## src/hw/rtl/jse_pkg.sv

```systemverilog
// shared types, byte codes and slot layout for the json string escaper
`timescale 1ns / 1ps

package jse_pkg;

    // default depth of the queue between front and back
    localparam int JSE_QUEUE_DEPTH = 4;

    // held bytes of an unfinished utf-8 sequence
    localparam int PEND_DEPTH = 3;

    // output slots of one job, emitted in ascending order
    localparam int SLOT_W = 5;
    localparam int SLOT_CNT = 20;
    localparam logic [SLOT_W-1:0] SLOT_OPEN  = 5'd0;
    localparam logic [SLOT_W-1:0] SLOT_PRE   = 5'd1;
    localparam logic [SLOT_W-1:0] SLOT_MAIN  = 5'd4;
    localparam logic [SLOT_W-1:0] SLOT_HI    = 5'd10;
    localparam logic [SLOT_W-1:0] SLOT_POST  = 5'd16;
    localparam logic [SLOT_W-1:0] SLOT_CLOSE = 5'd19;

    // characters
    localparam logic [7:0] CH_QUOTE  = 8'h22;
    localparam logic [7:0] CH_BSLASH = 8'h5c;
    localparam logic [7:0] CH_SLASH  = 8'h2f;
    localparam logic [7:0] CH_BS     = 8'h08;
    localparam logic [7:0] CH_LF     = 8'h0a;
    localparam logic [7:0] CH_FF     = 8'h0c;
    localparam logic [7:0] CH_CR     = 8'h0d;
    localparam logic [7:0] CH_TAB    = 8'h09;
    localparam logic [7:0] CH_B      = 8'h62;
    localparam logic [7:0] CH_N      = 8'h6e;
    localparam logic [7:0] CH_F      = 8'h66;
    localparam logic [7:0] CH_R      = 8'h72;
    localparam logic [7:0] CH_T      = 8'h74;
    localparam logic [7:0] CH_U      = 8'h75;

    // what the main slots of a job carry
    typedef enum logic [1:0] {
        MAIN_RAW,
        MAIN_ESC,
        MAIN_UNI
    } t_main_kind;

    typedef logic [PEND_DEPTH-1:0][7:0] t_pend;

    // one queued job: every output word caused by one input word
    typedef struct packed {
        logic [SLOT_CNT-1:0] mask;
        t_pend               pre_bytes;
        t_pend               post_bytes;
        t_main_kind          kind;
        logic [7:0]          main_byte;
        logic [15:0]         word0;
        logic [15:0]         word1;
    } t_job;

endpackage

```

## src/hw/rtl/jse_if.sv

```systemverilog
// valid/ready channel interfaces for the input and output words
`timescale 1ns / 1ps

interface jse_in_if;
    logic       valid;
    logic       ready;
    logic [7:0] data_byte;
    logic       first_byte;
    logic       last_byte;

    modport source (output valid, data_byte, first_byte, last_byte, input ready);
    modport sink (input valid, data_byte, first_byte, last_byte, output ready);
endinterface

interface jse_out_if;
    logic       valid;
    logic       ready;
    logic [7:0] out_byte;
    logic       run_end;

    modport source (output valid, out_byte, run_end, input ready);
    modport sink (input valid, out_byte, run_end, output ready);
endinterface

```

## src/hw/rtl/jse_fifo.sv

```systemverilog
// small register queue of jobs between front and back
`timescale 1ns / 1ps

module jse_fifo #(
    parameter int WIDTH = 8,
    parameter int DEPTH = 4
) (
    input  logic             i_clk,
    input  logic             i_rst_n,
    input  logic             i_push,
    input  logic [WIDTH-1:0] i_wdata,
    output logic             o_full,
    input  logic             i_pop,
    output logic [WIDTH-1:0] o_rdata,
    output logic             o_empty
);
    localparam int PW = (DEPTH > 1) ? $clog2(DEPTH) : 1;
    localparam int CW = $clog2(DEPTH + 1);
    localparam logic [PW-1:0] LAST_PTR = PW'(DEPTH - 1);
    localparam logic [CW-1:0] FULL_CNT = CW'(DEPTH);

    logic [WIDTH-1:0] r_mem [DEPTH];
    logic [PW-1:0]    r_wr;
    logic [PW-1:0]    r_rd;
    logic [CW-1:0]    r_cnt;

    assign o_full  = (r_cnt == FULL_CNT);
    assign o_empty = (r_cnt == '0);
    assign o_rdata = r_mem[r_rd];

    // storage
    always_ff @(posedge i_clk) begin
        if (i_push) begin
            r_mem[r_wr] <= i_wdata;
        end
    end

    // pointers and fill count
    always_ff @(posedge i_clk) begin
        if (!i_rst_n) begin
            r_wr  <= '0;
            r_rd  <= '0;
            r_cnt <= '0;
        end else begin
            if (i_push) begin
                r_wr <= (r_wr == LAST_PTR) ? '0 : r_wr + 1'b1;
            end
            if (i_pop) begin
                r_rd <= (r_rd == LAST_PTR) ? '0 : r_rd + 1'b1;
            end
            if (i_push && !i_pop) begin
                r_cnt <= r_cnt + 1'b1;
            end else if (!i_push && i_pop) begin
                r_cnt <= r_cnt - 1'b1;
            end
        end
    end
endmodule

```

## src/hw/rtl/jse_front.sv

```systemverilog
// front end: accepts input words, tracks utf-8 decoding, builds jobs
`timescale 1ns / 1ps

module jse_front (
    input  logic          i_clk,
    input  logic          i_rst_n,
    jse_in_if.sink        i_in,
    input  logic          i_uni_en,
    input  logic          i_full,
    output logic          o_push,
    output jse_pkg::t_job o_job
);
    import jse_pkg::*;

    t_pend       r_pend;
    logic [1:0]  r_pend_cnt;
    logic [1:0]  r_need_cnt;
    logic [20:0] r_accum;

    t_pend       n_pend;
    logic [1:0]  n_pend_cnt;
    logic [1:0]  n_need_cnt;
    logic [20:0] n_accum;

    logic        accept;
    logic [7:0]  b;
    logic [1:0]  cnt0;
    logic [1:0]  need0;
    logic [20:0] acc0;
    logic [20:0] acc_sh;
    logic [1:0]  need_dec;
    logic [20:0] v;
    logic        do_fresh;
    logic        ok;
    logic        esc_hit;
    logic [7:0]  esc_char;
    logic [1:0]  pre_cnt;
    logic [1:0]  post_cnt;
    logic        main_on;
    logic        pair;
    t_main_kind  kind;
    logic [7:0]  main_byte;
    logic [15:0] word0;
    logic [15:0] word1;
    logic [SLOT_CNT-1:0] mask;

    assign i_in.ready = !i_full;
    assign accept     = i_in.valid && !i_full;
    assign b          = i_in.data_byte;
    assign o_push     = accept && (mask != '0);

    // two-byte escape lookup
    always_comb begin
        esc_hit  = 1'b1;
        esc_char = b;
        case (b)
            CH_QUOTE:  esc_char = CH_QUOTE;
            CH_BSLASH: esc_char = CH_BSLASH;
            CH_SLASH:  esc_char = CH_SLASH;
            CH_BS:     esc_char = CH_B;
            CH_LF:     esc_char = CH_N;
            CH_FF:     esc_char = CH_F;
            CH_CR:     esc_char = CH_R;
            CH_TAB:    esc_char = CH_T;
            default:   esc_hit  = 1'b0;
        endcase
    end

    // decode step for one input word
    always_comb begin
        cnt0   = i_in.first_byte ? 2'd0 : r_pend_cnt;
        need0  = i_in.first_byte ? 2'd0 : r_need_cnt;
        acc0   = i_in.first_byte ? 21'd0 : r_accum;
        acc_sh = {acc0[14:0], b[5:0]};
        need_dec = need0 - 2'd1;
        v      = acc_sh - 21'h10000;

        n_pend     = r_pend;
        n_pend_cnt = cnt0;
        n_need_cnt = need0;
        n_accum    = acc0;
        do_fresh   = 1'b0;
        ok         = 1'b0;
        pre_cnt    = 2'd0;
        post_cnt   = 2'd0;
        main_on    = 1'b0;
        pair       = 1'b0;
        kind       = MAIN_RAW;
        main_byte  = b;
        word0      = acc_sh[15:0];
        word1      = '0;

        if (cnt0 != 2'd0) begin
            if (b[7:6] != 2'b10) begin
                // broken sequence: held bytes go out raw, byte starts over
                pre_cnt    = cnt0;
                n_pend_cnt = 2'd0;
                n_need_cnt = 2'd0;
                n_accum    = '0;
                do_fresh   = 1'b1;
            end else if (need_dec != 2'd0) begin
                // continuation, more to come
                n_accum    = acc_sh;
                n_need_cnt = need_dec;
                if (cnt0 != 2'd3) begin
                    n_pend[cnt0] = b;
                end
                n_pend_cnt = cnt0 + 2'd1;
            end else begin
                // sequence complete: check range by length
                case (cnt0)
                    2'd1:    ok = (acc_sh >= 21'h80);
                    2'd2:    ok = (acc_sh >= 21'h800) &&
                                  ((acc_sh < 21'hd800) || (acc_sh > 21'hdfff));
                    default: ok = (acc_sh >= 21'h10000) && (acc_sh <= 21'h10ffff);
                endcase
                n_pend_cnt = 2'd0;
                n_need_cnt = 2'd0;
                n_accum    = '0;
                main_on    = 1'b1;
                if (!ok) begin
                    pre_cnt = cnt0;
                    kind    = MAIN_RAW;
                end else begin
                    kind = MAIN_UNI;
                    if (acc_sh > 21'hffff) begin
                        pair  = 1'b1;
                        word0 = {6'b110110, v[19:10]};
                        word1 = {6'b110111, v[9:0]};
                    end
                end
            end
        end else begin
            do_fresh = 1'b1;
        end

        // byte with nothing held
        if (do_fresh) begin
            if (esc_hit) begin
                main_on   = 1'b1;
                kind      = MAIN_ESC;
                main_byte = esc_char;
            end else if (!i_uni_en || !b[7]) begin
                main_on = 1'b1;
            end else if (b >= 8'hc2 && b <= 8'hdf) begin
                n_pend[0]  = b;
                n_pend_cnt = 2'd1;
                n_need_cnt = 2'd1;
                n_accum    = {16'd0, b[4:0]};
            end else if (b >= 8'he0 && b <= 8'hef) begin
                n_pend[0]  = b;
                n_pend_cnt = 2'd1;
                n_need_cnt = 2'd2;
                n_accum    = {17'd0, b[3:0]};
            end else if (b >= 8'hf0 && b <= 8'hf4) begin
                n_pend[0]  = b;
                n_pend_cnt = 2'd1;
                n_need_cnt = 2'd3;
                n_accum    = {18'd0, b[2:0]};
            end else begin
                main_on = 1'b1;
            end
        end

        // last word flushes what is still held
        if (i_in.last_byte) begin
            post_cnt   = n_pend_cnt;
            n_pend_cnt = 2'd0;
            n_need_cnt = 2'd0;
            n_accum    = '0;
        end
    end

    // slot mask of the job
    always_comb begin
        mask = '0;
        mask[SLOT_OPEN] = i_in.first_byte;
        for (int i = 0; i < PEND_DEPTH; i++) begin
            mask[SLOT_PRE + SLOT_W'(i)]  = (pre_cnt > 2'(i));
            mask[SLOT_POST + SLOT_W'(i)] = (post_cnt > 2'(i));
        end
        mask[SLOT_MAIN]      = main_on;
        mask[SLOT_MAIN + 5'd1]  = main_on && (kind != MAIN_RAW);
        mask[SLOT_MAIN + 5'd2 +: 4] = {4{main_on && (kind == MAIN_UNI)}};
        mask[SLOT_HI +: 6]   = {6{main_on && pair}};
        mask[SLOT_CLOSE]     = i_in.last_byte;
    end

    assign o_job.mask       = mask;
    assign o_job.pre_bytes  = r_pend;
    assign o_job.post_bytes = n_pend;
    assign o_job.kind       = kind;
    assign o_job.main_byte  = main_byte;
    assign o_job.word0      = word0;
    assign o_job.word1      = word1;

    // held bytes
    always_ff @(posedge i_clk) begin
        if (accept) begin
            r_pend <= n_pend;
        end
    end

    // decoder state
    always_ff @(posedge i_clk) begin
        if (!i_rst_n) begin
            r_pend_cnt <= '0;
            r_need_cnt <= '0;
            r_accum    <= '0;
        end else if (accept) begin
            r_pend_cnt <= n_pend_cnt;
            r_need_cnt <= n_need_cnt;
            r_accum    <= n_accum;
        end
    end
endmodule

```

## src/hw/rtl/jse_back.sv

```systemverilog
// back end: walks the slots of each job and drives the output register
`timescale 1ns / 1ps

module jse_back (
    input  logic          i_clk,
    input  logic          i_rst_n,
    input  jse_pkg::t_job i_head,
    input  logic          i_empty,
    output logic          o_pop,
    jse_out_if.source     o_out
);
    import jse_pkg::*;

    t_job                r_job;
    logic [SLOT_CNT-1:0] r_mask;
    logic                r_valid;
    logic [7:0]          r_byte;
    logic                r_end;

    t_job                n_job;
    logic [SLOT_CNT-1:0] n_mask;
    logic                n_valid;
    logic [7:0]          n_byte;
    logic                n_end;

    logic [SLOT_CNT-1:0] low;
    logic [SLOT_CNT-1:0] rem;
    logic [SLOT_W-1:0]   idx;
    logic [SLOT_W-1:0]   off;
    logic [7:0]          cur;
    logic                slot_free;

    function automatic logic [7:0] hex_char(input logic [3:0] val);
        return (val < 4'd10) ? (8'h30 + {4'h0, val}) : (8'h57 + {4'h0, val});
    endfunction

    // lowest pending slot
    always_comb begin
        low = r_mask & (~r_mask + 1'b1);
        rem = r_mask & ~low;
        idx = '0;
        for (int i = 0; i < SLOT_CNT; i++) begin
            if (low[i]) begin
                idx = idx | SLOT_W'(i);
            end
        end
    end

    // byte of the selected slot
    always_comb begin
        off = '0;
        cur = CH_QUOTE;
        case (idx)
            SLOT_OPEN, SLOT_CLOSE: cur = CH_QUOTE;
            SLOT_MAIN:        cur = (r_job.kind == MAIN_RAW) ? r_job.main_byte : CH_BSLASH;
            SLOT_MAIN + 5'd1: cur = (r_job.kind == MAIN_ESC) ? r_job.main_byte : CH_U;
            SLOT_HI:          cur = CH_BSLASH;
            SLOT_HI + 5'd1:   cur = CH_U;
            default: begin
                if (idx < SLOT_MAIN) begin
                    off = idx - SLOT_PRE;
                    cur = r_job.pre_bytes[off[1:0]];
                end else if (idx < SLOT_HI) begin
                    off = idx - (SLOT_MAIN + 5'd2);
                    cur = hex_char(r_job.word0[{~off[1:0], 2'b00} +: 4]);
                end else if (idx < SLOT_POST) begin
                    off = idx - (SLOT_HI + 5'd2);
                    cur = hex_char(r_job.word1[{~off[1:0], 2'b00} +: 4]);
                end else begin
                    off = idx - SLOT_POST;
                    cur = r_job.post_bytes[off[1:0]];
                end
            end
        endcase
    end

    // advance one slot per cycle unless the output is stalled, load next job when done
    always_comb begin
        slot_free = !r_valid || o_out.ready;
        n_job     = r_job;
        n_mask    = r_mask;
        n_valid   = r_valid && !o_out.ready;
        n_byte    = r_byte;
        n_end     = r_end;
        o_pop     = 1'b0;
        if (slot_free && (r_mask != '0)) begin
            n_valid = 1'b1;
            n_byte  = cur;
            n_end   = (rem == '0);
            n_mask  = rem;
        end
        if ((n_mask == '0) && !i_empty) begin
            o_pop  = 1'b1;
            n_job  = i_head;
            n_mask = i_head.mask;
        end
    end

    // payload registers
    always_ff @(posedge i_clk) begin
        r_job  <= n_job;
        r_byte <= n_byte;
        r_end  <= n_end;
    end

    // control registers
    always_ff @(posedge i_clk) begin
        if (!i_rst_n) begin
            r_mask  <= '0;
            r_valid <= 1'b0;
        end else begin
            r_mask  <= n_mask;
            r_valid <= n_valid;
        end
    end

    assign o_out.valid    = r_valid;
    assign o_out.out_byte = r_byte;
    assign o_out.run_end  = r_end;
endmodule

```

## src/hw/rtl/json_string_escaper.sv

```systemverilog
// top level of the json string escaper
`timescale 1ns / 1ps
//
// Streams the bytes of a string, one word per byte on i_in with first_byte
// and last_byte flags, into quoted JSON text on o_out, one byte per word.
// run_end marks the last output word caused by one input word; a word that
// only holds part of a utf-8 sequence, and is not first or last, causes no output.
// i_cfg_we / i_cfg_wdata write the unicode escape enable; write it only while idle.
// The front decodes each input word combinationally and queues a job that
// lists its output slots; the back emits one slot per cycle while o_out is not stalled.
// Path: an accepted input word is written into the job queue, taken from
// its head into the back end's job register, then into the output register.
// Throughput: one output word per cycle while o_out is not stalled, set by the
// back end's single output register; an input word yields as many output
// words as the bytes it produces (1 plain, 2 for an escape, 6 or 12 for \u forms),
// and input is taken every cycle while the QUEUE_DEPTH job queue has room.
// When o_out stalls the output register holds and the queue fills, then
// i_in.ready drops. Reset clears the queue, the decoder state and the
// unicode escape enable; no clearing pass is needed.
//

module json_string_escaper #(
    parameter int QUEUE_DEPTH = jse_pkg::JSE_QUEUE_DEPTH
) (
    input  logic      i_clk,
    input  logic      i_rst_n,
    input  logic      i_cfg_we,
    input  logic      i_cfg_wdata,
    jse_in_if.sink    i_in,
    jse_out_if.source o_out
);
    import jse_pkg::*;

    logic r_uni_en;
    logic push;
    logic pop;
    logic full;
    logic empty;
    t_job job_in;
    t_job job_head;

    // configuration register
    always_ff @(posedge i_clk) begin
        if (!i_rst_n) begin
            r_uni_en <= 1'b0;
        end else if (i_cfg_we) begin
            r_uni_en <= i_cfg_wdata;
        end
    end

    jse_front u_front (
        .i_clk    (i_clk),
        .i_rst_n  (i_rst_n),
        .i_in     (i_in),
        .i_uni_en (r_uni_en),
        .i_full   (full),
        .o_push   (push),
        .o_job    (job_in)
    );

    jse_fifo #(
        .WIDTH ($bits(t_job)),
        .DEPTH (QUEUE_DEPTH)
    ) u_queue (
        .i_clk   (i_clk),
        .i_rst_n (i_rst_n),
        .i_push  (push),
        .i_wdata (job_in),
        .o_full  (full),
        .i_pop   (pop),
        .o_rdata (job_head),
        .o_empty (empty)
    );

    jse_back u_back (
        .i_clk   (i_clk),
        .i_rst_n (i_rst_n),
        .i_head  (job_head),
        .i_empty (empty),
        .o_pop   (pop),
        .o_out   (o_out)
    );
endmodule

```

## src/flat_wrapper.sv

```systemverilog
// flat-port wrapper written by rule: the top's interface ports become plain ports
module json_string_escaper_flat import jse_pkg::*;
#(
    parameter int QUEUE_DEPTH = jse_pkg::JSE_QUEUE_DEPTH
)
  (i_clk, i_rst_n, i_cfg_we, i_cfg_wdata, i_in_valid, i_in_data_byte, i_in_first_byte, i_in_last_byte, i_in_ready, o_out_valid, o_out_out_byte, o_out_run_end, o_out_ready);
  jse_in_if i_in_i ();
  jse_out_if o_out_i ();
  input  logic i_clk;
  input  logic i_rst_n;
  input  logic i_cfg_we;
  input  logic i_cfg_wdata;
  input wire logic [$bits(i_in_i.valid)-1:0] i_in_valid;
  input wire logic [$bits(i_in_i.data_byte)-1:0] i_in_data_byte;
  input wire logic [$bits(i_in_i.first_byte)-1:0] i_in_first_byte;
  input wire logic [$bits(i_in_i.last_byte)-1:0] i_in_last_byte;
  output wire logic [$bits(i_in_i.ready)-1:0] i_in_ready;
  output wire logic [$bits(o_out_i.valid)-1:0] o_out_valid;
  output wire logic [$bits(o_out_i.out_byte)-1:0] o_out_out_byte;
  output wire logic [$bits(o_out_i.run_end)-1:0] o_out_run_end;
  input wire logic [$bits(o_out_i.ready)-1:0] o_out_ready;
  assign i_in_i.valid = i_in_valid;
  assign i_in_i.data_byte = i_in_data_byte;
  assign i_in_i.first_byte = i_in_first_byte;
  assign i_in_i.last_byte = i_in_last_byte;
  assign i_in_ready = i_in_i.ready;
  assign o_out_valid = o_out_i.valid;
  assign o_out_out_byte = o_out_i.out_byte;
  assign o_out_run_end = o_out_i.run_end;
  assign o_out_i.ready = o_out_ready;
  json_string_escaper #(.QUEUE_DEPTH(QUEUE_DEPTH)) u_core (.i_clk(i_clk), .i_rst_n(i_rst_n), .i_cfg_we(i_cfg_we), .i_cfg_wdata(i_cfg_wdata), .i_in(i_in_i), .o_out(o_out_i));
endmodule
```

## config.mk

```make
export PLATFORM = sky130hd
export DESIGN_NAME = json_string_escaper_flat
export DESIGN_NICKNAME = d
export VERILOG_FILES = /design/src/hw/rtl/jse_pkg.sv /design/src/hw/rtl/jse_if.sv /design/src/hw/rtl/jse_fifo.sv /design/src/hw/rtl/jse_front.sv /design/src/hw/rtl/jse_back.sv /design/src/hw/rtl/json_string_escaper.sv /design/src/flat_wrapper.sv
export SDC_FILE = /design/constraint.sdc
export NUM_CORES = 1
export LEC_CHECK = 0
export ABC_AREA = 1
export BUFFER_PORTS_ARGS = -buffer_cell sky130_fd_sc_hd__buf_2
export CAP_MARGIN = 20
export CORE_ASPECT_RATIO = 1.75
export CORE_MARGIN = 2
export CORE_UTILIZATION = 45
export CTS_BUF_LIST = sky130_fd_sc_hd__clkbuf_16
export DETAILED_ROUTE_END_ITERATION = 10
export HOLD_SLACK_MARGIN = 0.08
export PLACE_DENSITY = 0.62
export RECOVER_POWER = 25
export SLEW_MARGIN = 20
export SYNTH_ARGS = -nofsm -noshare
export SYNTH_HDL_FRONTEND = slang
export SYNTH_SLANG_ARGS = --single-unit
```

## constraint.sdc

```tcl
create_clock -name i_clk -period 7.3 [get_ports i_clk]
set_input_delay 0.73 -clock i_clk [delete_from_list [all_inputs] [get_ports i_clk]]
set_output_delay 0.73 -clock i_clk [all_outputs]
set_load 0.01 [all_outputs]
```

==> metrics.md <==
| Metric | Value |
|---|---|
| Die area | `~54000 um^2` |
| Synthesized area per cell | `11.37 um^2` |
| CTS tree | `yes` |
| # H-tree levels | `2` |
| Max Slew Vio Count | `between 100 and 150` |
| Worst hold slack | `roughly 0.32 ns` |
| Net count, final | `2117` |
| WHS Path Cells | `2` |
| Synthesized area | `23630 um^2` |
| Cell variety after synth | `56` |
| Met3 Use GR | `2.337%` |
| Status | `finished, violations left` |
| Max-cap viol count | `2` |
| GPL Wtd Cong | `0.9452` |
| DR vias | `15900` |
| Syn nets | `2113` |
| Area grow syn2layout | `9.506%` |
| Most heavily used metal layer in global routing | `met2` |
| Startpoint type of the worst setup path | `flip-flop` |
| Core Footprint | `52080 um^2` |
| Fin Clk Skew | `0.02697 ns` |
| Crit end category | `flip-flop` |
| Clk slew on worst S/H paths | `approximately 0.07 ns` |
| Multi-input gate area | `roughly 6400 um^2` |
| WL/cell | `between 20 and 25 um` |
| GRT Overall Usage | `23.73%` |
| WS Path Type | `flip-flop to flip-flop` |
| I/O Buffers | `26` |
| Ant diodes | `0` |
| DRT Pass-1 Iters | `6` |
| Rows | `111` |
| Clk Tree Root Cell | `clkbuf_16` |
| Synth warnings | `0` |
| Initial antenna violation count | `0` |
| Seq/Total Area, Yosys | `approximately 69%` |
| Failing checks | `max-capacitance violations, max-slew violations` |
| Global-route wire length before repair | `between 90000 and 100000 um` |
| 1st-iter DRT viols | `1449` |
| DP Area | `24450 um^2` |
| Yosys reg bits | `between 500 and 600` |
| Share of cells above drive strength 1 | `~8.6%` |
| CTS max path bufs | `3` |
| Commonest non-fill, non-tap cell in the layout | `edfxtp_1` |
| Routed Antenna Nets | `0` |
| Vias per std cell | `5.685` |
| Residual DRC count | `0` |
| Max FO, Critical Path | `81` |
| Post-DP HPWL | `between 40000 and 50000 um` |
| Register Area | `about 16000 um^2` |
| Syn Inst Count | `around 2100` |
| TritonCTS Buffers | `49` |
| Req. time, crit path | `roughly 8 ns` |
| RSZ-0062 raised after global routing | `false` |
| Setup ws final | `1.739 ns` |
| Final Setup Violations | `0` |
| Relative slew margins | `-161.8%` |
| Worst-skew pair later-pin latency | `0.59 ns` |
| Critical Path AT | `between 6 and 7 ns` |
| Vias in the first global route | `15750` |
| Die width | `177.2 um` |
| Final wirelength | `64050 um` |
| Pre-CTS setup slack | `2.055 ns` |
| Minimum clock period | `approximately 5.6 ns` |
| Final hold violation count | `0` |
| Fin crit share | `76.18%` |
| Sink Count | `556` |
| Postcts setup bufs | `0` |
| Met1 usage | `28.48%` |
| R2R depth | `6` |
| Total Neg Setup Slack | `0 ns` |
| Fillers | `approximately 4500` |
| Initial Util | `about 45%` |
| M2 GR Usage | `42.77%` |
| Hold_buf cts | `0` |
| Largest net degree at the start of global routing | `103` |
| Post-CTS sizing | `0` |
| Die H | `307.1 um` |
| I/O pin cnt | `27` |
| Design area | `25870 um^2` |
| Most frequent cells in the layout | `edfxtp_1, nor2_1, o21ai_0` |
| Fmax | `roughly 180 MHz` |
| Global route overflow | `0` |
| Worst hold path class | `input port to flip-flop` |
| Worst slew pin tran | `3.927 ns` |
synth_stat cells (all sizes together):
| cell type | n | area [um^2] |
|---|---|---|
| nor3 | 20 | 126.4 |
| inv | 142 | 535.5 |
| and3 | 3 | 18.77 |
| nand2 | 254 | 1016 |
| and2 | 2 | 12.51 |
| nand4 | 29 | 193.9 |
| a21boi | 1 | 7.510 |
| a211oi | 2 | 15.01 |
| dfxtp | 50 | 1001 |
| nor4 | 4 | 25.02 |
| a32oi | 1 | 8.760 |
| clkinv | 2 | 7.510 |
| buf | 24 | 170.2 |
| o221ai | 3 | 26.28 |
| o31ai | 2 | 15.01 |
| nand3 | 81 | 480.5 |
| a22o | 1 | 8.760 |
| o2111ai | 4 | 35.03 |
| a41oi | 1 | 8.760 |
| edfxtp | 506 | 15190 |
| a31o | 1 | 8.760 |
| o211ai | 12 | 90.09 |
| o32ai | 2 | 17.52 |
| a31oi | 10 | 62.56 |
| nand3b | 4 | 30.03 |
| o21ai | 288 | 1460 |
| a21bo | 1 | 10.01 |
| ha | 18 | 225.2 |
| clkbuf | 71 | 266.5 |
| xor2 | 1 | 8.760 |
| a21oi | 68 | 359.1 |
| nor2 | 347 | 1394 |
| or2 | 7 | 43.79 |
| a22oi | 2 | 15.01 |
| fa | 1 | 20.02 |
| a2111oi | 1 | 8.760 |
| o22ai | 112 | 700.7 |
worst max-delay path, cell delays in order, from the launching register on:
cell,delay (ns)
dfxtp_4,0.50
inv_1,0.60
clkbuf_1,2.79
o21ai_0,0.36
o22ai_1,0.46
nand3_1,0.36
a21oi_1,0.22
cell families (layout without fill, tap and decap cells):
kind of cell / count (synthesis) / in the layout / synth area share [%]
simple gates: 751 / 751 / 14.14
buf+inv: 239 / 280 / 4.146
xor+xnor: 1 / 1 / 0.03708
fa+ha+maj: 19 / 19 / 1.038
flops: 556 / 556 / 68.54
compound gates: 512 / 512 / 12.09
stage by stage:
step / utilization, % / std cells
floorplan: - / 2078
global placement: 46.95 / 2709
detailed placement: 46.95 / 2709
CTS: 49.80 / 2797
global route: 49.68 / 2797
finish: 49.68 / 2797
state kept, by name (all words and copies together), names as in the netlist, named ones only:
signal,flops
u_core.r_uni_en,1
u_core.u_back.o_out.out_byte,8
u_core.u_back.o_out.run_end,1
u_core.u_back.o_out.valid,1
u_core.u_back.r_job,85
u_core.u_back.r_mask,20
u_core.u_front.o_job,24
u_core.u_front.r_accum,15
u_core.u_front.r_need_cnt,2
u_core.u_front.r_pend_cnt,2
u_core.u_queue.r_cnt,3
u_core.u_queue.r_mem,388
u_core.u_queue.r_rd,2
u_core.u_queue.r_wr,2
layer usage:
| layer | up-vias | share of wire [%] |
|---|---|---|
| met5 | - | 0 |
| met4 | 0 | 4.4 |
| met3 | 123 | 4.4 |
| met2 | 461 | 52 |
| met1 | 7851 | 39 |
| li1 | 7465 | - |
cell type report:
| cell class | instances | area share, % |
|---|---|---|
| Multi-Input combinational cell | 1283 | 24.92 |
| Timing Repair Buffer | 48 | 1.325 |
| Sequential cell | 556 | 62.62 |
| Tap cell | 678 | 3.279 |
| Inverter | 144 | 2.123 |
| Clock buffer | 50 | 4.836 |
| Clock inverter | 38 | 0.8898 |
path summary, 6_finish.rpt:
kind	slack (ns)	to	startpoint
worst min register to register	0.47	u_core.u_front.r_pend_cnt[1]$_SDFFE_PN0P_	u_core.u_front.r_pend_cnt[1]$_SDFFE_PN0P_
worst max-delay path	1.74	u_core.u_back.r_mask[10]$_SDFF_PN0_	flip-flop
worst max register to register	1.74	u_core.u_back.r_mask[10]$_SDFF_PN0_	flip-flop
worst min-delay path	0.32	u_core.r_uni_en$_SDFFE_PN0P_	i_cfg_we
Power is not shown: default switching activity piles up to over one toggle a cycle in this logic, so the estimate is an artifact.
